## src/rtl/core/sweep_tone_square_wave_generator_core_assert.svh

```systemverilog
// ----------------------------------------------------------------------------
// sweep tone generator assertion macros
// property macros that compile away when SYNTHESIS is defined
// ----------------------------------------------------------------------------
`ifndef SWEEP_TONE_SQUARE_WAVE_GENERATOR_CORE_ASSERT_SVH
`define SWEEP_TONE_SQUARE_WAVE_GENERATOR_CORE_ASSERT_SVH

`ifndef SYNTHESIS

// same-cycle implication
`define SQ_ASSERT_IMP(lbl, clk, rst, ante, cons, msg) \
   lbl: assert property (@(posedge clk) disable iff (rst) (ante) |-> (cons)) \
      else $error(msg);

// next-cycle implication
`define SQ_ASSERT_NXT(lbl, clk, rst, ante, cons, msg) \
   lbl: assert property (@(posedge clk) disable iff (rst) (ante) |=> (cons)) \
      else $error(msg);

`else

`define SQ_ASSERT_IMP(lbl, clk, rst, ante, cons, msg)
`define SQ_ASSERT_NXT(lbl, clk, rst, ante, cons, msg)

`endif

`endif

```

## src/rtl/core/stsqw_pkg.sv

```systemverilog
// ----------------------------------------------------------------------------
// sweep tone generator package
// widths, register indexes, payload types and the tone table
// ----------------------------------------------------------------------------
package stsqw_pkg;

   localparam int DEF_NUM_TONES  = 7;
   localparam int DEF_TIMER_SPAN = 65536;

   localparam int CLK_HZ_W   = 27;
   localparam int DWELL_W    = 32;
   localparam int SET_W      = 17;
   localparam int CNT_W      = 16;
   localparam int TICKS_W    = 21;
   localparam int TONE_NUM_W = 3;
   localparam int TONE_IDX_W = 4;

   localparam int DIV_DVD_W = 28;
   localparam int DIV_DVS_W = 17;
   localparam int DIV_CNT_W = $clog2(DIV_DVD_W + 1);

   localparam int CSR_IDX_W  = 4;
   localparam int CSR_DATA_W = 32;

   localparam logic [CSR_IDX_W-1:0] CSR_CORE_CLOCK_HZ = 4'd0;
   localparam logic [CSR_IDX_W-1:0] CSR_DWELL_TICKS   = 4'd1;

   localparam logic [CLK_HZ_W-1:0] RST_CORE_CLOCK_HZ = 27'd24000000;
   localparam logic [DWELL_W-1:0]  RST_DWELL_TICKS   = 32'd48000000;

   localparam int TONE_TBL_LEN = 7;
   localparam int TONE_HZ_W    = 10;
   localparam logic [TONE_HZ_W-1:0] TONE_HZ [TONE_TBL_LEN] =
      '{10'd50, 10'd100, 10'd200, 10'd300, 10'd500, 10'd666, 10'd900};

   typedef struct packed {
      logic enable;
   } req_payload_type;

   typedef struct packed {
      logic                  pin_level;
      logic [TONE_NUM_W-1:0] tone_number;
      logic [SET_W-1:0]      prescale_value;
      logic [SET_W-1:0]      reload_value;
      logic                  update_event;
   } rsp_payload_type;

   typedef struct packed {
      logic [CSR_IDX_W-1:0]  index;
      logic [CSR_DATA_W-1:0] data;
   } csr_payload_type;

   typedef struct packed {
      logic                 start;
      logic [DIV_DVD_W-1:0] dividend;
      logic [DIV_DVS_W-1:0] divisor;
   } div_cmd_type;

   typedef struct packed {
      logic                 busy;
      logic                 done;
      logic [DIV_DVD_W-1:0] quotient;
   } div_sts_type;

   // twice the tone frequency, table wraps after seven entries
   function automatic logic [DIV_DVS_W-1:0] tone_divisor(input logic [TONE_IDX_W-1:0] idx);
      logic [TONE_IDX_W-1:0] m;
      if (idx >= TONE_IDX_W'(2 * TONE_TBL_LEN)) begin
         m = idx - TONE_IDX_W'(2 * TONE_TBL_LEN);
      end else if (idx >= TONE_IDX_W'(TONE_TBL_LEN)) begin
         m = idx - TONE_IDX_W'(TONE_TBL_LEN);
      end else begin
         m = idx;
      end
      return DIV_DVS_W'({TONE_HZ[m[2:0]], 1'b0});
   endfunction

endpackage

```

## src/rtl/core/stsqw_div.sv

```systemverilog
// ----------------------------------------------------------------------------
// sweep tone generator serial divider
// restoring divider, one quotient bit per cycle
// ----------------------------------------------------------------------------
module stsqw_div (
   input  logic                  clock,
   input  logic                  reset,
   input  stsqw_pkg::div_cmd_type cmd,
   output stsqw_pkg::div_sts_type sts
);

   import stsqw_pkg::*;

   logic [DIV_DVS_W-1:0] rem_ff, rem_in;
   logic [DIV_DVS_W-1:0] dvs_ff, dvs_in;
   logic [DIV_DVD_W-1:0] quo_ff, quo_in;
   logic [DIV_CNT_W-1:0] cnt_ff, cnt_in;
   logic                 done_ff, done_in;
   logic [DIV_DVS_W:0]   trial;
   logic                 fits;

   assign trial = {rem_ff, quo_ff[DIV_DVD_W-1]};
   assign fits  = trial >= {1'b0, dvs_ff};

   always_comb begin
      rem_in  = rem_ff;
      dvs_in  = dvs_ff;
      quo_in  = quo_ff;
      cnt_in  = cnt_ff;
      done_in = 1'b0;
      if (cnt_ff != '0) begin
         if (fits) begin
            rem_in = DIV_DVS_W'(trial - {1'b0, dvs_ff});
         end else begin
            rem_in = trial[DIV_DVS_W-1:0];
         end
         quo_in  = {quo_ff[DIV_DVD_W-2:0], fits};
         cnt_in  = cnt_ff - DIV_CNT_W'(1);
         done_in = cnt_ff == DIV_CNT_W'(1);
      end else if (cmd.start) begin
         quo_in = cmd.dividend;
         rem_in = '0;
         dvs_in = cmd.divisor;
         cnt_in = DIV_CNT_W'(DIV_DVD_W);
      end
   end

   always_ff @(posedge clock) begin
      if (reset) begin
         cnt_ff  <= '0;
         done_ff <= 1'b0;
      end else begin
         cnt_ff  <= cnt_in;
         done_ff <= done_in;
      end
      rem_ff <= rem_in;
      dvs_ff <= dvs_in;
      quo_ff <= quo_in;
   end

   assign sts.busy     = cnt_ff != '0;
   assign sts.done     = done_ff;
   assign sts.quotient = quo_ff;

endmodule
```

## config.mk

```make
export PLATFORM = sky130hd
export DESIGN_NAME = stsqw_div
export DESIGN_NICKNAME = d
export VERILOG_FILES = /design/src/rtl/core/sweep_tone_square_wave_generator_core_assert.svh /design/src/rtl/core/stsqw_pkg.sv /design/src/rtl/core/stsqw_div.sv
export SDC_FILE = /design/constraint.sdc
export NUM_CORES = 1
export LEC_CHECK = 0
export ABC_AREA = 1
export ABC_CLOCK_PERIOD_IN_PS = 3610
export BUFFER_PORTS_ARGS = -buffer_cell sky130_fd_sc_hd__buf_2
export CAP_MARGIN = 10
export CORE_AREA = 5 5 114 116
export DETAILED_ROUTE_END_ITERATION = 10
export DIE_AREA = 0 0 119 121
export MAX_ROUTING_LAYER = met4
export PLACE_DENSITY = 0.58
export SLEW_MARGIN = 10
export SYNTH_ARGS = -nofsm -noshare
export SYNTH_HDL_FRONTEND = slang
export SYNTH_SLANG_ARGS = --single-unit
```

## constraint.sdc

```tcl
create_clock -name clock -period 3.61 [get_ports clock]
set_clock_uncertainty 0.1 [all_clocks]
set_input_delay 0.9025 -clock clock [delete_from_list [all_inputs] [get_ports clock]]
set_output_delay 0.9025 -clock clock [all_outputs]
set_load 0.05 [all_outputs]
```

==> qor.csv <==
metric,value,unit
status,finished clean,
fin crit period,2.76,ns
Post-synth top flop,edfxtp_1,
worst-path maximum fanout,23,
most common library cells after synthesis,"nand2_1, inv_1, edfxtp_1, nor2_1, ha_1",
share of cells above drive strength 1,19.2,%
I/O pin cnt,78,
Initial Util,34.1,%
Post-CTS Setup Repair Bufs,0,
largest net degree at the start of global routing,31,
async set or reset register ratio after synthesis,0,%
Mapped Area,4030,um2
global-route wire length before repair,16.3,mm
Die X-Extent,119,um
Cell variety after synth,32,
Hold WS,0.375,ns
vias in the first global route,3360,
CP required,2.61,ns
Yosys warnings,0,
Setup Viol. Count Final,0,
clock buffer depth,2,
utilization after layout,41.1,%
fin nets,642,
area of the multi-input gates,1700,um2
CTS Buf Count,9,
I/O Buffers,77,
fill count,1201,
Yosys reg bits,68,
root cell of the clock tree,clkbuf_16,
DR pass1 iterations,4,
worst slew pin tran,0.784,ns
GPL Wtd Cong,0.853,
via count,3322,
die height,121,um
Setup crit end kind,output pin,
arrival time of the worst setup path,1.76,ns
Setup TNS Final,0,ns
GRT Total Usage,14.6,%
"EDFF count, synth",62,
dominant cell type by area after synthesis,edfxtp_1,
Register Area,1980,um2
critical path's slowest cell,nand3_2,
Avg Vias per Cell,4.58,
number of diodes,0,
Post-DRT Antenna Nets,0,
critical path type,reg2out,
residual DRC count,0,
Core Area,11800,um2
Syn Nets,563,
"Cell Chain, Critical Path",inv_1 > ha_1 > nand3_2 > buf_2,
R2R cell count,7,
Post-Route WL,9.68,mm
MaxCap Viol Count,0,
hold-fix buffer count after cts,0,
r2r setup slk,0.89,ns
Slew Limit Fails,0,
Fmax,0.362,GHz
drt wl/cell,13.3,um
Layout Area Growth over Synthesis,20.5,%
clock transition at the registers of the reported paths,0.05,ns
Critical R2R Capture,dvs_ff[0]$_DFFE_PP_,
FF-to-FF Start,cnt_ff[0]$_SDFFE_PP0P_,
cell with the most instances after synthesis,nand2_1,
Site Rows,40,
Cells after Synth,495,
grt total ovfl,0,
Area contributors post-synth,"edfxtp_1, nand2_1, inv_1",
antenna violations before repair,0,
CTS HTree Levels,3,
CTS tree,done,
post-synth top area share,46.2,%
hold crit path type,reg2reg,
"Hold Violations, Final",0,
Hold Path End,cnt_ff[4]$_SDFFE_PP0P_,
Max-slew headroom,47.6,%
Hold Crit Start,cnt_ff[4]$_SDFFE_PP0P_,
crit share post-route,76.6,%
Die ar.,14400,um2
Clock Sinks,68,
Critical Path Max Stage Delay,0.40,ns
dpl hpwl,7.35,mm
"Seq/Total Area, Yosys",49.2,%
syn_area_per_cell,8.14,um2
CP Buf/Inv Count,2,
initial DRC count,164,
worst-skew pair later-pin latency,0.33,ns
PostCTS Resize Cnt,0,
worst hold path cell count,2,
RSZ-0062 raised after global routing,false,
crit path launch type,register,
CP top delay family,buffers and inverters,
[area by class of cell]
cell class	count	area share [%]
Clock inverter	6	1.62
Timing Repair Buffer	80	8.41
Tap cell	147	3.79
Clock buffer	10	4.72
Sequential cell	68	40.8
Inverter	72	5.57
Multi-Input combinational cell	343	35.0
[routing by layer]
metal	routed length (um)	GRT usage [%]
met5	0	-
met4	187	5.43
met1	4790	19.9
met3	529	3.17
met2	4170	21.3
[flip-flops by register name, summed over array words and instances, names as in the netlist]
register	cells
done_ff	1
dvs_ff	17
cnt_ff	5
rem_ff	17
quo_ff	28
[how the worst max path moves through the flow]
stage	start	to	slack, ns	cells past startpoint
after floorplan	cnt_ff[0]$_SDFFE_PP0P_	sts[29]	1.05	5
final	cnt_ff[0]$_SDFFE_PP0P_	sts[29]	0.85	4
after CTS	cnt_ff[0]$_SDFFE_PP0P_	sts[29]	0.81	4
after global placement	cnt_ff[0]$_SDFFE_PP0P_	quo_ff[3]$_DFFE_PP_	0.97	6
after global routing	cnt_ff[0]$_SDFFE_PP0P_	dvs_ff[7]$_DFFE_PP_	0.64	7
after detailed placement	cnt_ff[0]$_SDFFE_PP0P_	dvs_ff[16]$_DFFE_PP_	0.85	7
[per-stage QoR]
stage	cells	worst slack, ns	cell area (um2)
after detailed placement	710	0.854	4540
after CTS	726	0.814	4850
final	726	0.845	4850
after global placement	710	0.967	4540
after global routing	726	0.640	4850
after floorplan	495	1.05	4030
[logic make-up after synthesis]
family | Yosys count | synth area share (%)
and+or+nand+nor | 300 | 31.7
buffers and inverters | 84 | 8.70
DFF | 68 | 49.2
adders and majority gates | 20 | 6.40
AOI/OAI and AO/OA | 14 | 1.99
xor gates and xnor gates | 9 | 1.96
[tightest hold or removal path: cells and delay by family, from the launching register on]
kind | cells | cell delay (ns)
simple gates | 1 | 0.06
flops | 1 | 0.31
compound gates | 1 | 0.05
[placed cells by master, fill, tap and decap left out, types with 2 or more instances in the layout]
master / synthesis / routed
nor2_1: 49 / 49
nand4_1: 3 / 3
edfxtp_1: 62 / 62
o21a_1: 2 / 2
inv_1: 70 / 70
nand3_2: 3 / 4
clkbuf_16: 0 / 9
nand3b_1: 11 / 11
and2_1: 2 / 2
dfxtp_1: 6 / 6
nor2_4: 3 / 3
xor2_1: 5 / 5
xnor2_1: 4 / 4
bufinv_16: 0 / 2
nand2_1: 199 / 199
buf_2: 1 / 77
a21oi_1: 9 / 9
inv_2: 2 / 2
nand3_1: 17 / 16
nand2_2: 6 / 6
ha_1: 19 / 19
clkinv_1: 0 / 3
buf_4: 2 / 3
nor3_1: 3 / 3
Power is left out: the tool's default activity adds up to more than one toggle a clock period on the data nets, which glitch-free logic cannot reach.
